<file path="src/rtl/core/mss_pkg.sv">
// ----------------------------------------------------------------------------
// Moisture sample sequencer package
// Widths, register codes, microcode types and the control store of the
// moisture sample sequencer.
// ----------------------------------------------------------------------------
package mss_pkg;

    localparam int PAIRS      = 3;
    localparam int SLOTS      = 2 * PAIRS + 1;
    localparam int SLOT_W     = $clog2(SLOTS);

    localparam int SAMPLE_W   = 10;
    localparam int MUX_W      = 6;
    localparam int RAW_W      = 11;
    localparam int PERMILLE_W = 10;

    localparam int FULL_SCALE = 1023;
    localparam int PERMILLE   = 1000;
    localparam int RAW_MAX    = (1 << RAW_W) - 1;

    localparam int MAG_W      = $clog2(PAIRS * FULL_SCALE + 1);
    localparam int ACC_W      = MAG_W + 1;
    localparam int MOIST_W    = MAG_W + 2;
    localparam int PROD_W     = $clog2(RAW_MAX * PERMILLE + 1);
    localparam int DVD_W      = (PROD_W > MAG_W) ? PROD_W : MAG_W;
    localparam int DVS_W      = RAW_W;
    localparam int DCNT_W     = $clog2(DVD_W);

    // The rounded-up reciprocal of PAIRS gives the exact quotient for every
    // dividend below 2^MAG_W, since PAIRS never exceeds eight.
    localparam int RECIP_SHIFT = MAG_W + 3;
    localparam int RECIP_W     = RECIP_SHIFT + 1;
    localparam int RECIP       = ((1 << RECIP_SHIFT) + PAIRS - 1) / PAIRS;
    localparam int AVGP_W      = MAG_W + RECIP_W;

    localparam int CFG_IDX_W  = 3;
    localparam int CFG_DATA_W = 11;

    localparam logic [MUX_W-1:0] MUX_LOW_RESET   = MUX_W'(7);
    localparam logic [MUX_W-1:0] MUX_HIGH_RESET  = MUX_W'(5);
    localparam logic [MUX_W-1:0] MUX_THERM_RESET = MUX_W'(3);
    localparam logic [RAW_W-1:0] FLOOR_RESET     = RAW_W'(325);
    localparam logic [RAW_W-1:0] CEILING_RESET   = RAW_W'(615);

    typedef enum logic [CFG_IDX_W-1:0] {
        CFG_MUX_LOW   = 3'd0,
        CFG_MUX_HIGH  = 3'd1,
        CFG_MUX_THERM = 3'd2,
        CFG_FLOOR     = 3'd3,
        CFG_CEILING   = 3'd4
    } t_cfg_index;

    typedef enum logic [2:0] {
        UOP_CLEAR,
        UOP_ACCUM,
        UOP_LOAD_AVG,
        UOP_DIV_STEP,
        UOP_MOIST,
        UOP_RANGE,
        UOP_PERMILLE,
        UOP_FINISH
    } t_uop;

    typedef enum logic [2:0] {
        COND_NEVER,
        COND_IDX_MORE,
        COND_DIV_MORE,
        COND_SATURATED,
        COND_OUT_BUSY
    } t_cond;

    localparam int UPC_W = 4;

    localparam logic [UPC_W-1:0] UPC_CLEAR     = UPC_W'(0);
    localparam logic [UPC_W-1:0] UPC_ACCUM     = UPC_W'(1);
    localparam logic [UPC_W-1:0] UPC_LOAD_AVG  = UPC_W'(2);
    localparam logic [UPC_W-1:0] UPC_MOIST     = UPC_W'(3);
    localparam logic [UPC_W-1:0] UPC_RANGE     = UPC_W'(4);
    localparam logic [UPC_W-1:0] UPC_DIV_SCALE = UPC_W'(5);
    localparam logic [UPC_W-1:0] UPC_PERMILLE  = UPC_W'(6);
    localparam logic [UPC_W-1:0] UPC_FINISH    = UPC_W'(7);

    typedef struct packed {
        t_uop             op;
        t_cond            cond;
        logic [UPC_W-1:0] target;
    } t_uword;

    function automatic t_uword uc_rom(input logic [UPC_W-1:0] upc);
        t_uword w;
        unique case (upc)
            UPC_CLEAR:     w = '{op: UOP_CLEAR,    cond: COND_NEVER,     target: UPC_CLEAR};
            UPC_ACCUM:     w = '{op: UOP_ACCUM,    cond: COND_IDX_MORE,  target: UPC_ACCUM};
            UPC_LOAD_AVG:  w = '{op: UOP_LOAD_AVG, cond: COND_NEVER,     target: UPC_CLEAR};
            UPC_MOIST:     w = '{op: UOP_MOIST,    cond: COND_NEVER,     target: UPC_CLEAR};
            UPC_RANGE:     w = '{op: UOP_RANGE,    cond: COND_SATURATED, target: UPC_FINISH};
            UPC_DIV_SCALE: w = '{op: UOP_DIV_STEP, cond: COND_DIV_MORE,  target: UPC_DIV_SCALE};
            UPC_PERMILLE:  w = '{op: UOP_PERMILLE, cond: COND_NEVER,     target: UPC_CLEAR};
            default:       w = '{op: UOP_FINISH,   cond: COND_OUT_BUSY,  target: UPC_FINISH};
        endcase
        return w;
    endfunction

endpackage

</file>
<file path="src/rtl/core/moisture_sample_sequencer.sv">
// ----------------------------------------------------------------------------
// Moisture sample sequencer
// Files converter samples into a ring of slots, names the next mux channel
// and, once per measurement cycle, computes raw and per-mille moisture.
// ----------------------------------------------------------------------------
// Each input transfer carries one finished conversion for the current slot.
// Every input transfer produces exactly one output transfer, which names the
// next mux channel, the settle flag and the latest moisture results.
// A transfer that does not fill the last slot gives its registered result
// in the next cycle; such samples can be taken every cycle unless stalled.
// A transfer that fills the last slot starts the microcoded sequencer: it
// sums the samples, takes the average by a reciprocal multiplication in one
// step, computes raw moisture and checks its range, runs the per-mille
// shift-subtract division over the DVD_W (21) dividend bits and then gives
// the result; a saturated value skips the division.
// The input stalls while the sequencer runs and while a held result is not
// taken. The output register holds its result while the receiver stalls.
// Configuration writes are always ready and take effect at once.
// Reset clears the slot ring, the results and restores the register defaults.
// ----------------------------------------------------------------------------
module moisture_sample_sequencer import mss_pkg::*; (
    input  logic                  i_clk,
    input  logic                  i_rst_n,
    input  logic                  i_valid,
    output logic                  o_stall,
    input  logic [SAMPLE_W-1:0]   i_sample,
    output logic                  o_valid,
    input  logic                  i_stall,
    output logic [MUX_W-1:0]      o_next_mux,
    output logic                  o_start_delayed,
    output logic                  o_cycle_done,
    output logic [RAW_W-1:0]      o_moisture_raw,
    output logic [PERMILLE_W-1:0] o_moisture_permille,
    output logic [SAMPLE_W-1:0]   o_thermistor_raw,
    input  logic                  i_cfg_valid,
    output logic                  o_cfg_ready,
    input  logic [CFG_IDX_W-1:0]  i_cfg_index,
    input  logic [CFG_DATA_W-1:0] i_cfg_data
);

    typedef enum logic {
        S_IDLE,
        S_RUN
    } t_state;

    t_state                    r_state;
    logic [UPC_W-1:0]          r_upc;
    logic [SAMPLE_W-1:0]       r_store [SLOTS];
    logic [SLOT_W-1:0]         r_slot;
    logic [SLOT_W-1:0]         r_idx;
    logic signed [ACC_W-1:0]   r_acc;
    logic                      r_neg;
    logic [DVD_W-1:0]          r_quo;
    logic [DVS_W-1:0]          r_rem;
    logic [DVS_W-1:0]          r_dvs;
    logic [DCNT_W-1:0]         r_cnt;
    logic [RAW_W-1:0]          r_moist;
    logic [PERMILLE_W-1:0]     r_permille;
    logic [MUX_W-1:0]          r_mux_low;
    logic [MUX_W-1:0]          r_mux_high;
    logic [MUX_W-1:0]          r_mux_therm;
    logic [RAW_W-1:0]          r_floor;
    logic [RAW_W-1:0]          r_ceil;
    logic                      r_out_valid;
    logic [MUX_W-1:0]          r_out_mux;
    logic                      r_out_delayed;
    logic                      r_out_done;
    logic [RAW_W-1:0]          r_out_moist;
    logic [PERMILLE_W-1:0]     r_out_permille;
    logic [SAMPLE_W-1:0]       r_out_therm;

    logic                      accept;
    logic                      out_free;
    logic                      out_load;
    logic [SLOT_W-1:0]         cur_slot;
    logic                      last_slot;
    logic [SLOT_W-1:0]         nxt_slot;
    logic [SLOT_W-1:0]         mux_slot;
    logic [MUX_W-1:0]          mux_sel;
    t_uword                    uword;
    logic                      cond_true;
    logic [UPC_W-1:0]          upc_next;
    logic signed [ACC_W-1:0]   store_ext;
    logic signed [ACC_W-1:0]   acc_next;
    logic [ACC_W-1:0]          acc_abs;
    logic [AVGP_W-1:0]         avg_prod;
    logic [DVS_W:0]            rem_sh;
    logic [DVS_W:0]            rem_sub;
    logic                      rem_ge;
    logic [DVS_W-1:0]          rem_new;
    logic signed [MOIST_W-1:0] quo_s;
    logic signed [MOIST_W-1:0] q_s;
    logic signed [MOIST_W-1:0] m_s;
    logic [RAW_W-1:0]          moist_clamped;
    logic                      below_floor;
    logic                      saturated;
    logic [RAW_W-1:0]          diff_m;
    logic [PROD_W-1:0]         prod;
    logic [PERMILLE_W-1:0]     sat_value;

    assign accept      = i_valid && !o_stall;
    assign out_free    = !r_out_valid || !i_stall;
    assign o_stall     = (r_state != S_IDLE) || !out_free;
    assign o_cfg_ready = 1'b1;

    assign cur_slot  = (r_slot >= SLOT_W'(SLOTS)) ? '0 : r_slot;
    assign last_slot = (cur_slot == SLOT_W'(SLOTS - 1));
    assign nxt_slot  = last_slot ? '0 : cur_slot + 1'b1;
    assign mux_slot  = (r_state == S_IDLE) ? nxt_slot : r_slot;

    always_comb begin
        if (mux_slot == SLOT_W'(SLOTS - 1)) begin
            mux_sel = r_mux_therm;
        end else if (mux_slot[0]) begin
            mux_sel = r_mux_high;
        end else begin
            mux_sel = r_mux_low;
        end
    end

    assign uword = uc_rom(r_upc);

    assign out_load = (r_state == S_IDLE) ? (accept && !last_slot)
                                          : (uword.op == UOP_FINISH && out_free);

    // Odd slots hold high readings, even slots low readings.
    assign store_ext = signed'(ACC_W'(r_store[r_idx]));
    assign acc_next  = r_idx[0] ? (r_acc + store_ext) : (r_acc - store_ext);
    assign acc_abs   = r_acc[ACC_W-1] ? unsigned'(-r_acc) : unsigned'(r_acc);
    assign avg_prod  = AVGP_W'(acc_abs[MAG_W-1:0]) * AVGP_W'(RECIP);

    assign rem_sh  = {r_rem, r_quo[DVD_W-1]};
    assign rem_sub = rem_sh - {1'b0, r_dvs};
    assign rem_ge  = (rem_sh >= {1'b0, r_dvs});
    assign rem_new = rem_ge ? rem_sub[DVS_W-1:0] : rem_sh[DVS_W-1:0];

    assign quo_s = signed'({2'b00, r_quo[MAG_W-1:0]});
    assign q_s   = r_neg ? -quo_s : quo_s;
    assign m_s   = signed'(MOIST_W'(FULL_SCALE)) - q_s;

    always_comb begin
        if (m_s < 0) begin
            moist_clamped = '0;
        end else if (m_s > signed'(MOIST_W'(RAW_MAX))) begin
            moist_clamped = RAW_W'(RAW_MAX);
        end else begin
            moist_clamped = m_s[RAW_W-1:0];
        end
    end

    assign below_floor = (r_moist < r_floor);
    assign saturated   = below_floor || (r_moist > r_ceil) || (r_ceil == r_floor);
    assign sat_value   = below_floor ? '0 : PERMILLE_W'(PERMILLE);
    assign diff_m      = r_moist - r_floor;
    assign prod        = PROD_W'(diff_m) * PROD_W'(PERMILLE);

    always_comb begin
        case (uword.cond)
            COND_IDX_MORE:  cond_true = (r_idx != SLOT_W'(SLOTS - 2));
            COND_DIV_MORE:  cond_true = (r_cnt != DCNT_W'(DVD_W - 1));
            COND_SATURATED: cond_true = saturated;
            COND_OUT_BUSY:  cond_true = !out_free;
            default:        cond_true = 1'b0;
        endcase
    end

    assign upc_next = cond_true ? uword.target : r_upc + 1'b1;

    always_ff @(posedge i_clk) begin
        if (!i_rst_n) begin
            r_state     <= S_IDLE;
            r_upc       <= UPC_CLEAR;
            r_slot      <= '0;
            r_moist     <= '0;
            r_permille  <= '0;
            r_out_valid <= 1'b0;
            r_mux_low   <= MUX_LOW_RESET;
            r_mux_high  <= MUX_HIGH_RESET;
            r_mux_therm <= MUX_THERM_RESET;
            r_floor     <= FLOOR_RESET;
            r_ceil      <= CEILING_RESET;
            for (int k = 0; k < SLOTS; k++) begin
                r_store[k] <= '0;
            end
        end else begin
            if (i_cfg_valid) begin
                unique case (t_cfg_index'(i_cfg_index))
                    CFG_MUX_LOW:   r_mux_low   <= i_cfg_data[MUX_W-1:0];
                    CFG_MUX_HIGH:  r_mux_high  <= i_cfg_data[MUX_W-1:0];
                    CFG_MUX_THERM: r_mux_therm <= i_cfg_data[MUX_W-1:0];
                    CFG_FLOOR:     r_floor     <= i_cfg_data[RAW_W-1:0];
                    CFG_CEILING:   r_ceil      <= i_cfg_data[RAW_W-1:0];
                    default: ;
                endcase
            end

            if (r_out_valid && !i_stall && !out_load) begin
                r_out_valid <= 1'b0;
            end

            unique case (r_state)
                S_IDLE: begin
                    if (accept) begin
                        r_store[cur_slot] <= i_sample;
                        r_slot            <= nxt_slot;
                        if (last_slot) begin
                            r_state <= S_RUN;
                            r_upc   <= UPC_CLEAR;
                        end else begin
                            r_out_valid    <= 1'b1;
                            r_out_mux      <= mux_sel;
                            r_out_delayed  <= !nxt_slot[0];
                            r_out_done     <= 1'b0;
                            r_out_moist    <= r_moist;
                            r_out_permille <= r_permille;
                            r_out_therm    <= r_store[SLOTS-1];
                        end
                    end
                end
                S_RUN: begin
                    r_upc <= upc_next;
                    unique case (uword.op)
                        UOP_CLEAR: begin
                            r_acc <= '0;
                            r_idx <= '0;
                        end
                        UOP_ACCUM: begin
                            r_acc <= acc_next;
                            r_idx <= r_idx + 1'b1;
                        end
                        UOP_LOAD_AVG: begin
                            r_quo <= DVD_W'(avg_prod[AVGP_W-1:RECIP_SHIFT]);
                            r_neg <= r_acc[ACC_W-1];
                        end
                        UOP_DIV_STEP: begin
                            r_quo <= {r_quo[DVD_W-2:0], rem_ge};
                            r_rem <= rem_new;
                            r_cnt <= r_cnt + 1'b1;
                        end
                        UOP_MOIST: begin
                            r_moist <= moist_clamped;
                        end
                        UOP_RANGE: begin
                            if (saturated) begin
                                r_permille <= sat_value;
                            end else begin
                                r_quo <= DVD_W'(prod);
                                r_dvs <= r_ceil - r_floor;
                                r_rem <= '0;
                                r_cnt <= '0;
                            end
                        end
                        UOP_PERMILLE: begin
                            r_permille <= r_quo[PERMILLE_W-1:0];
                        end
                        UOP_FINISH: begin
                            if (out_free) begin
                                r_state        <= S_IDLE;
                                r_out_valid    <= 1'b1;
                                r_out_mux      <= mux_sel;
                                r_out_delayed  <= !r_slot[0];
                                r_out_done     <= 1'b1;
                                r_out_moist    <= r_moist;
                                r_out_permille <= r_permille;
                                r_out_therm    <= r_store[SLOTS-1];
                            end
                        end
                        default: ;
                    endcase
                end
                default: r_state <= S_IDLE;
            endcase
        end
    end

    assign o_valid             = r_out_valid;
    assign o_next_mux          = r_out_mux;
    assign o_start_delayed     = r_out_delayed;
    assign o_cycle_done        = r_out_done;
    assign o_moisture_raw      = r_out_moist;
    assign o_moisture_permille = r_out_permille;
    assign o_thermistor_raw    = r_out_therm;

    a_slot_range: assert property (@(posedge i_clk) disable iff (!i_rst_n)
        r_slot < SLOT_W'(SLOTS))
        else $error("slot index left the ring");

    a_last_starts_run: assert property (@(posedge i_clk) disable iff (!i_rst_n)
        (accept && last_slot) |=> (r_state == S_RUN && r_slot == '0))
        else $error("completed cycle did not start the sequencer");

    a_no_early_result: assert property (@(posedge i_clk) disable iff (!i_rst_n)
        (r_state == S_RUN && r_upc != UPC_FINISH && !r_out_valid) |=> !r_out_valid)
        else $error("result issued before the sequencer finished");

    a_permille_range: assert property (@(posedge i_clk) disable iff (!i_rst_n)
        r_permille <= PERMILLE_W'(PERMILLE))
        else $error("per-mille value above full scale");

    a_moist_hold: assert property (@(posedge i_clk) disable iff (!i_rst_n)
        (r_state == S_IDLE) |=> $stable(r_moist))
        else $error("moisture value changed while idle");

endmodule
</file>
<file path="config.mk">
export PLATFORM = sky130hd
export DESIGN_NAME = moisture_sample_sequencer
export DESIGN_NICKNAME = d
export VERILOG_FILES = /design/src/rtl/core/mss_pkg.sv /design/src/rtl/core/moisture_sample_sequencer.sv
export SDC_FILE = /design/constraint.sdc
export NUM_CORES = 1
export LEC_CHECK = 0
export CAP_MARGIN = 15
export CORE_MARGIN = 2
export CORE_UTILIZATION = 42
export CTS_BUF_LIST = sky130_fd_sc_hd__clkbuf_2 sky130_fd_sc_hd__clkbuf_4 sky130_fd_sc_hd__clkbuf_8
export DETAILED_ROUTE_END_ITERATION = 8
export DONT_BUFFER_PORTS = 1
export GPL_ROUTABILITY_DRIVEN = 0
export GPL_TIMING_DRIVEN = 0
export PLACE_DENSITY = 0.62
export SYNTH_ARGS = -nofsm -noshare
export SYNTH_HDL_FRONTEND = slang
export SYNTH_SLANG_ARGS = --single-unit
</file>
<file path="constraint.sdc">
create_clock -name i_clk -period 5.9 [get_ports i_clk]
set_clock_uncertainty 0.15 [all_clocks]
set_input_delay 0.885 -clock i_clk [delete_from_list [all_inputs] [get_ports i_clk]]
set_output_delay 0.885 -clock i_clk [all_outputs]
set_load 0.05 [all_outputs]
</file>
==> results of run 1 <==
[flip-flops by register name, indices dropped and copies added, names as in the netlist, 5 cells and up, named ones only]
signal,cells
o_moisture_raw,11
r_rem,11
r_dvs,11
o_thermistor_raw,10
r_store,80
r_permille,10
o_moisture_permille,10
r_floor,11
r_ceil,11
o_next_mux,6
r_mux_therm,6
r_cnt,5
r_mux_high,6
r_quo,21
r_moist,11
r_acc,13
r_mux_low,6
[metal layers]
metal  vias up  wire [µm]  track usage [%]
li1       6141          -                -
met2       264      20000             32.2
met5         -          0                0
met4         0       1050             6.21
met3        72       2040             3.38
met1      6076      18700             25.0
[metrics by stage]
step	worst slack, ns	hold slack [ns]	utilization (%)	area [µm²]
3_5_place_dp	-1.07	0.271	44.4	18600
4_1_cts	-0.628	0.269	47.9	20100
6_report	-0.685	0.289	48.8	20400
2_1_floorplan	-0.529	0.259	-	17800
5_1_grt	-0.921	0.285	48.8	20400
3_3_place_gp	-1.78	0.266	44.2	18500
[cell families (layout without fill, tap and decap cells)]
group	count (synthesis)	after routing
DFF	257	257
and+or+nand+nor	478	478
xor gates and xnor gates	97	97
muxes	63	63
other	2	11
adders and majority gates	261	261
buffers and inverters	294	414
AOI/OAI and AO/OA	277	277
[layout make-up]
type | count | area [µm²] | share of cell area, %
Clock inverter | 16 | 181 | 0.889
Inverter | 236 | 888 | 4.35
Clock buffer | 59 | 743 | 3.64
Timing Repair Buffer | 45 | 364 | 1.78
Sequential cell | 257 | 6890 | 33.8
Tap cell | 539 | 674 | 3.30
Buffer | 58 | 233 | 1.14
Multi-Input combinational cell | 1187 | 10400 | 51.1
[timing repair]
item	CTS	global route
gates cloned	0	0
pin swaps	36	53
buffers inserted	26	13
resized for setup	68	33
setup endpoints to repair	18	17
[power breakdown]
part | leakage (nW) | internal, W | switching (W)
clock | 0.476 | 0.000989 | 0.000732
sequential | 2.35 | 0.00196 | 0.0000495
combinational | 5.82 | 0.000482 | 0.000555
[worst min path at each step]
stage / start / end / slack (ns) / depth (start not counted)
floorplan: r_permille[3] / o_moisture_permille[3] / 0.26 / 0
global placement: r_permille[7] / o_moisture_permille[7] / 0.27 / 0
detailed placement: r_permille[6] / o_moisture_permille[6] / 0.27 / 0
CTS: i_cfg_data[1] / r_floor[1] / 0.27 / 2
global route: i_cfg_data[0] / r_floor[0] / 0.28 / 2
finish: r_permille[7] / o_moisture_permille[7] / 0.29 / 0
[worst max-delay path, delay by kind of cell, from the launching register on]
family	cells	cell delay (ns)
buffers and inverters	4	0.39
DFF	1	0.41
AOI/OAI and AO/OA	6	1.33
and+or+nand+nor	4	1.49
xor gates and xnor gates	3	0.50
adders and majority gates	5	2.07
[cell usage in the layout (no fill, tap or decap), types with 41 or more instances in the layout]
| cell | n |
|---|---|
| and2_1 | 61 |
| xnor2_1 | 43 |
| nor2_1 | 117 |
| fa_1 | 75 |
| inv_1 | 226 |
| clkbuf_1 | 47 |
| edfxtp_1 | 174 |
| nand2_1 | 139 |
| a21oi_1 | 80 |
| buf_4 | 41 |
| ha_1 | 163 |
| dfxtp_1 | 79 |
| clkbuf_8 | 48 |
==> flow_summary.json, run 1 <==
{
  "status": "finished with violations",
  "violations": "setup timing",
  "netlist_area_um2": 17800,
  "yosysMostFrequentCell": "inv_1",
  "rows": 75,
  "synth.avg_cell_area_um2": 10.3,
  "grt_overflow": 0,
  "synth-edff-count": 174,
  "start_kind": "register",
  "synth_compound_area_share_pct": 10.3,
  "synth-main-ff-cell": "edfxtp_1",
  "maxSlewHeadroom_pct": 27.8,
  "worst_pin_slew_ns": 1.08,
  "crit_start": "r_acc[2]",
  "clock.fmax_mhz": 152,
  "min_period_ns": 6.59,
  "drc": 0,
  "cp-endpoint": "r_quo[5]",
  "async_reset_ff_share_pct": 0,
  "worst-endpoint-arrival_ns": 6.74,
  "crit_top_cell": "fa_1",
  "fillers": 3816,
  "cp_cell_sequence": "or3_4, or3b_4, o31a_1, xnor2_4, buf_4, buf_4, xnor2_4, ha_1, inv_2, fa_1, fa_1, fa_1, inv_2, ha_4, a21o_1, or3_4, o311a_4, o21a_1, or2_1, a21oi_2, xor2_1, o21ai_1",
  "cap_violations": 0,
  "clock_sinks": 257,
  "die_h_um": 210,
  "critPathKind": "register to register",
  "viasPerCell": 5.24,
  "tns_ns": -5.22,
  "p_total_w": 0.00477,
  "synth_largest_area_cell": "edfxtp_1",
  "netlist.area_leader.share_pct": 29.4,
  "grt_max_degree": 22,
  "yosys_warnings": 0,
  "r2r-end": "r_quo[5]",
  "ant_nets": 0,
  "clk_pin_slew_ns": 0.07,
  "cts_buffer_depth": 3,
  "ir_drop_v": 0.000200,
  "dpl.hpwl_mm": 31.3,
  "crit_slowest_cell": "fa_1",
  "portBuffers": 0,
  "r2r-start": "r_acc[2]",
  "fin_ws_ns": -0.685,
  "period_share_pct": 112,
  "hold_class": "register to register",
  "fp.dieW_um": 210,
  "yosys.area_share.simple_pct": 13.0,
  "synthTopCellsByArea": "edfxtp_1 29%, ha_1 13%, dfxtp_1 9.4%",
  "htree_levels": 2,
  "synth_seq_cells": 257,
  "die_area_um2": 43900,
  "end_kind": "register",
  "nets": 2115,
  "crit_path_max_fanout": 3,
  "grt_pass1_wl_mm": 66.8,
  "drtIter0Drc": 761,
  "hold_viol": 0,
  "drive_gt1_share_pct": 13.6,
  "max_stage_delay_ns": 0.55,
  "p_leak_nw": 8.65,
  "grt_pass1_vias": 12900,
  "synth_fa_ha_area_share_pct": 21.6,
  "vias": 12600,
  "io_pins": 71,
  "antenna_found_initial": 0,
  "seq_area_frac_synth_pct": 38.8,
  "root_buffer": "clkbuf_8",
  "grt_setup_unrepaired": "true",
  "synth_common_cells": "235 x inv_1, 183 x ha_1, 174 x edfxtp_1",
  "core_area_um2": 41900,
  "dr.pass1.iters": 6,
  "dp.cells": 2283,
  "initial_utilization_pct": 42.4,
  "track_usage_pct": 19.1,
  "cp.required_ns": 6.06,
  "r2r_setup_slack_ns": -0.69,
  "cts_hold_buf": 0,
  "fin_cells": 2397,
  "synth_mux_area_share_pct": 5.01,
  "powerDensity_nw_per_um2": 234,
  "syn_inst": 1729,
  "synth_cell_type_count": 82,
  "synth_top_family_by_area": "adder cells",
  "setup_viol": 11,
  "insertion_delay_ns": 0.57,
  "r2r_cells": 22,
  "finalMaxSlewViolations": 0,
  "area_delta_synth_final_pct": 15.0,
  "synth_xor_area_share_pct": 4.93,
  "antennaDiodeCount": 0,
  "cts_buffers": 41,
  "routed_wl_mm": 41.8,
  "avgRoutedWirePerCell_um": 17.5,
  "cts_tree": "yes"
}
Note: power is estimated with default switching activity, not from simulation.
==> inputs of run 2 (changes only) <==
--- a/config.mk
+++ b/config.mk
@@ -14,6 +14,7 @@
 export GPL_ROUTABILITY_DRIVEN = 0
 export GPL_TIMING_DRIVEN = 0
 export PLACE_DENSITY = 0.62
+export SETUP_SLACK_MARGIN = 0.02
 export SYNTH_ARGS = -nofsm -noshare
 export SYNTH_HDL_FRONTEND = slang
 export SYNTH_SLANG_ARGS = --single-unit
==> run 2 against run 1 <==
The run still ends with setup timing left. Clock-buffer cell count up 8. Hold slack got worse by 0.011 ns. Largest power group unchanged. Flip-flop and latch count stayed put. Worst setup slack better by 0.023 ns.
==> flow_summary.json, run 2 (same netlist as run 1, synthesis figures left out) <==
{
  "finalMaxSlewViolations": 0,
  "grt_pass1_vias": 12900,
  "dpl-instance-area_um2": 18600,
  "ir_drop_v": 0.000213,
  "start_kind": "register",
  "final_area_um2": 20600,
  "largest_reg_flops": 80,
  "cp.required_ns": 6.06,
  "hold_class": "primary input to register",
  "critPathKind": "register to register",
  "grt_max_degree": 22,
  "avgRoutedWirePerCell_um": 17.4,
  "drc": 0,
  "p_total_w": 0.00492,
  "core_area_um2": 41900,
  "crit_start": "r_acc[1]",
  "clock.fmax_mhz": 152,
  "viasPerCell": 5.23,
  "fin_ws_ns": -0.662,
  "insertion_delay_ns": 0.59,
  "cts_buffers": 42,
  "r2r-start": "r_acc[1]",
  "dr.pass1.iters": 5,
  "cts_buffer_depth": 3,
  "drive_gt1_share_pct": 13.9,
  "violations": "setup timing",
  "cts_hold_buf": 0,
  "r2r_setup_slack_ns": -0.66,
  "dpl.hpwl_mm": 31.2,
  "cts_tree": "yes",
  "initial_utilization_pct": 42.4,
  "p_leak_nw": 8.74,
  "powerDensity_nw_per_um2": 239,
  "die_area_um2": 43900,
  "cp-endpoint": "r_quo[9]",
  "die_h_um": 210,
  "crit_top_cell": "fa_1",
  "fillers": 3834,
  "vias": 12600,
  "root_buffer": "clkbuf_8",
  "track_usage_pct": 19.2,
  "layout_commonest_cell": "inv_1",
  "fp.dieW_um": 210,
  "r2r_cells": 25,
  "end_kind": "register",
  "pre_cts_ws_ns": -1.05,
  "cap_violations": 0,
  "nets": 2120,
  "grt_setup_unrepaired": "true",
  "setup_viol": 11,
  "max_stage_delay_ns": 0.52,
  "crit_path_max_fanout": 3,
  "portBuffers": 0,
  "min_period_ns": 6.56,
  "period_share_pct": 111,
  "top_regs": "r_store: 80 flops, r_quo: 21 flops, r_acc: 13 flops",
  "worst_pin_slew_ns": 1.12,
  "fin_util_pct": 49.1,
  "maxSlewHeadroom_pct": 25.3,
  "status": "finished with violations",
  "drtIter0Drc": 801,
  "worst-endpoint-arrival_ns": 6.72,
  "top_register": "r_store",
  "grt_pass1_wl_mm": 66.9,
  "r2r-end": "r_quo[9]",
  "io_pins": 71,
  "routed_wl_mm": 41.8,
  "grt_overflow": 0,
  "clock_sinks": 257,
  "crit_slowest_cell": "fa_1",
  "area_delta_synth_final_pct": 15.8,
  "hold_viol": 0,
  "htree_levels": 2,
  "rows": 75,
  "ant_nets": 0,
  "clk_pin_slew_ns": 0.07,
  "antenna_found_initial": 1,
  "layout_common_cells": "230 x inv_1, 174 x edfxtp_1, 166 x ha_1"
}
run 2: how the worst min path moves through the flow:
| stage | startpoint | endpoint | cells after the start |
|---|---|---|---|
| after floorplan | r_permille[3] | o_moisture_permille[3] | 0 |
| after global placement | r_permille[4] | o_moisture_permille[4] | 0 |
| after detailed placement | r_permille[4] | o_moisture_permille[4] | 0 |
| after CTS | i_sample[6] | r_store[6][6] | 2 |
| after global routing | i_sample[5] | r_store[6][5] | 2 |
| final | i_sample[5] | r_store[6][5] | 2 |
run 2: layout make-up:
type                    count  area [µm²]  share of cell area [%]
multi-input cells        1187       10500                    50.9
flip-flops and latches    257        6900                    33.5
inverters                 236         891                    4.33
clock buffers              67         847                    4.12
well taps                 539         674                    3.28
repair buffers             49         414                    2.01
plain buffers              58         233                    1.13
clock inverters            10         148                   0.718
diodes                      1        2.50                  0.0122
run 2: timing repair:
action                     in CTS  in global routing
gates resized for setup        61                 47
setup endpoints to repair      18                 17
buffers inserted               25                 18
cloned                          0                  0
pin swaps                      32                 50
run 2: per-layer routing:
metal / global-route usage (%) / vias to the layer above / routed length [µm]
met5: 0 / - / 0
met2: 32.7 / 254 / 20200
met1: 25.2 / 6126 / 18800
met4: 5.38 / 0 / 800
met3: 3.31 / 54 / 1980
li1: - / 6147 / -
run 2: power by group:
part / switching (W) / internal [W]
logic: 0.000589 / 0.000508
clock network: 0.000763 / 0.00105
registers: 0.0000502 / 0.00196
total: 0.00140 / 0.00352
run 2: worst max-delay path: cells and delay by family (launching register included):
kind,cells,cell delay (ns)
xor+xnor,1,0.19
buf+inv,6,0.36
simple gates,3,0.88
compound gates,9,1.79
fa+ha+maj,6,2.53
flops,1,0.40
run 2: stage by stage:
stage | instances | TNS, ns | hold WS [ns]
2_1_floorplan | 1738 | -2.92 | 0.259
4_1_cts | 2385 | -5.37 | 0.244
3_3_place_gp | 2277 | -68.89 | 0.271
5_1_grt | 2404 | -8.27 | 0.254
3_5_place_dp | 2283 | -10.96 | 0.268
6_report | 2404 | -5.28 | 0.279
==> inputs of run 3 (changes only) <==
--- a/config.mk
+++ b/config.mk
@@ -13,7 +13,7 @@
 export DONT_BUFFER_PORTS = 1
 export GPL_ROUTABILITY_DRIVEN = 0
 export GPL_TIMING_DRIVEN = 0
-export PLACE_DENSITY = 0.62
+export PLACE_DENSITY = 0.59
 export SETUP_SLACK_MARGIN = 0.02
 export SYNTH_ARGS = -nofsm -noshare
 export SYNTH_HDL_FRONTEND = slang
==> constraint.sdc (replaced) <==
create_clock -name i_clk -period 6.21 [get_ports i_clk]
set_clock_uncertainty 0.15 [all_clocks]
set_input_delay 0.9315 -clock i_clk [delete_from_list [all_inputs] [get_ports i_clk]]
set_output_delay 0.9315 -clock i_clk [all_outputs]
set_load 0.05 [all_outputs]
==> run 3 against run 2 <==
The run still ends with setup timing left. Global-route usage is 0.31 points lower. Cell count is 0.50% lower. Via count is 1.3% lower. First-iteration DRC count is 18% lower. Critical path depth stayed put. Sequential power is 5% lower. Non-clock buffer count is 12 lower. Maximum frequency is 0.11% lower. Critical path type unchanged.
==> flow_summary.json, run 3 (same netlist as run 1, synthesis figures left out) <==
{
  "r2r-start": "r_acc[2]",
  "initial_utilization_pct": 42.4,
  "finalMaxSlewViolations": 0,
  "p_total_w": 0.00432,
  "fin_ws_ns": -0.359,
  "period_share_pct": 106,
  "die_h_um": 210,
  "cp.required_ns": 6.37,
  "r2r-end": "r_quo[9]",
  "routed_wl_mm": 41.0,
  "grt_setup_unrepaired": "true",
  "cts_buffers": 42,
  "dpl.hpwl_mm": 31.2,
  "fp.dieW_um": 210,
  "clock.fmax_mhz": 152,
  "grt_overflow": 0,
  "status": "finished with violations",
  "antenna_found_initial": 0,
  "end_kind": "register",
  "cts_tree": "yes",
  "core_area_um2": 41900,
  "avgRoutedWirePerCell_um": 17.1,
  "min_period_ns": 6.57,
  "top_regs": "r_store: 80 flops, r_quo: 21 flops, r_acc: 13 flops",
  "area_delta_synth_final_pct": 13.6,
  "fillers": 3928,
  "clock_sinks": 257,
  "largest_reg_flops": 80,
  "insertion_delay_ns": 0.57,
  "violations": "setup timing",
  "io_pins": 71,
  "cts_hold_buf": 0,
  "nets": 2108,
  "cts_buffer_depth": 3,
  "dr.pass1.iters": 5,
  "grt_pass1_vias": 12600,
  "crit_start": "r_acc[2]",
  "ir_drop_v": 0.000185,
  "critPathKind": "register to register",
  "drive_gt1_share_pct": 12.8,
  "htree_levels": 2,
  "setup_viol": 10,
  "hold_viol": 0,
  "area.sequential_um2": 6890,
  "layout_commonest_cell": "inv_1",
  "rows": 75,
  "crit_path_max_fanout": 3,
  "fin_cells": 2392,
  "root_buffer": "clkbuf_8",
  "drc": 0,
  "viasPerCell": 5.19,
  "worst_pin_slew_ns": 1.08,
  "multi_input_area_um2": 10300,
  "powerDensity_nw_per_um2": 214,
  "worst-endpoint-arrival_ns": 6.73,
  "ant_nets": 0,
  "top_register": "r_store",
  "cap_violations": 0,
  "hold_class": "register to register",
  "track_usage_pct": 18.8,
  "r2r_setup_slack_ns": -0.36,
  "clk_pin_slew_ns": 0.06,
  "p_leak_nw": 8.58,
  "r2r_cells": 25,
  "layout_common_cells": "226 x inv_1, 174 x edfxtp_1, 171 x ha_1",
  "cp-endpoint": "r_quo[9]",
  "grt_pass1_wl_mm": 65.8,
  "drtIter0Drc": 656,
  "grt_max_degree": 22,
  "portBuffers": 0,
  "start_kind": "register",
  "antennaDiodeCount": 0,
  "maxSlewHeadroom_pct": 27.8,
  "fin_util_pct": 48.2,
  "dp.cells": 2283,
  "die_area_um2": 43900,
  "vias": 12400
}
==> run 3: worst min-delay path by stage <==
stage,to,start,slack [ns],cells past startpoint
2_1_floorplan,o_moisture_permille[3],r_permille[3],0.26,0
3_3_place_gp,o_moisture_permille[0],r_permille[0],0.27,0
3_5_place_dp,o_moisture_permille[5],r_permille[5],0.27,0
4_1_cts,o_moisture_permille[5],r_permille[5],0.29,0
5_1_grt,o_moisture_permille[5],r_permille[5],0.31,0
6_report,o_moisture_permille[5],r_permille[5],0.29,0
==> run 3: report_power, final <==
part	switching, W	internal [W]
clock	0.000693	0.000836
combinational	0.000487	0.000395
sequential	0.0000470	0.00187
total	0.00123	0.00310
==> run 3: repair_timing <==
item                       CTS  global route
pin swaps                   22            50
gates resized for setup     40            44
setup buffers               18            14
setup endpoints to repair   15            17
cloned                       0             0
==> run 3: critical path, cell delays in order (launching register included) <==
cell and delay [ns]:
edfxtp_1 0.41, or3_4 0.41, or3b_4 0.41, o31a_1 0.35, xnor2_4 0.23, inv_4 0.07
ha_4 0.26, inv_2 0.03, fa_1 0.49, inv_1 0.05, fa_1 0.49, inv_2 0.04
fa_1 0.48, fa_1 0.57, inv_2 0.05, ha_4 0.20, o21ai_2 0.12, a21oi_2 0.09
o211a_4 0.17, buf_6 0.13, o311ai_4 0.36, o31ai_4 0.09, a21oi_2 0.22, nor3b_2 0.09
a311oi_1 0.25, o21ai_1 0.10
==> run 3: per-stage QoR <==
stage	TNS [ns]	hold WS [ns]	cell area [µm²]	worst slack, ns
floorplan	-0.467	0.259	17800	-0.220
global placement	-51.76	0.271	18500	-1.21
detailed placement	-5.81	0.273	18600	-0.697
CTS	-2.09	0.295	19800	-0.330
global route	-4.82	0.308	20200	-0.612
finish	-2.39	0.291	20200	-0.359
==> run 3: layout make-up <==
cell class / instances / area share [%]
flip-flops and latches: 257 / 34.2
clock inverters: 12 / 0.378
well taps: 539 / 3.34
clock buffers: 66 / 4.01
plain buffers: 58 / 1.15
inverters: 236 / 4.40
multi-input cells: 1187 / 51.0
repair buffers: 37 / 1.54
==> run 3: layer usage <==
metal,GRT usage [%],vias up,wire [µm]
li1,-,6128,-
met1,25.1,5961,18600
met2,31.0,250,19300
met3,3.31,77,1880
met4,6.55,0,1280
met5,0,-,0
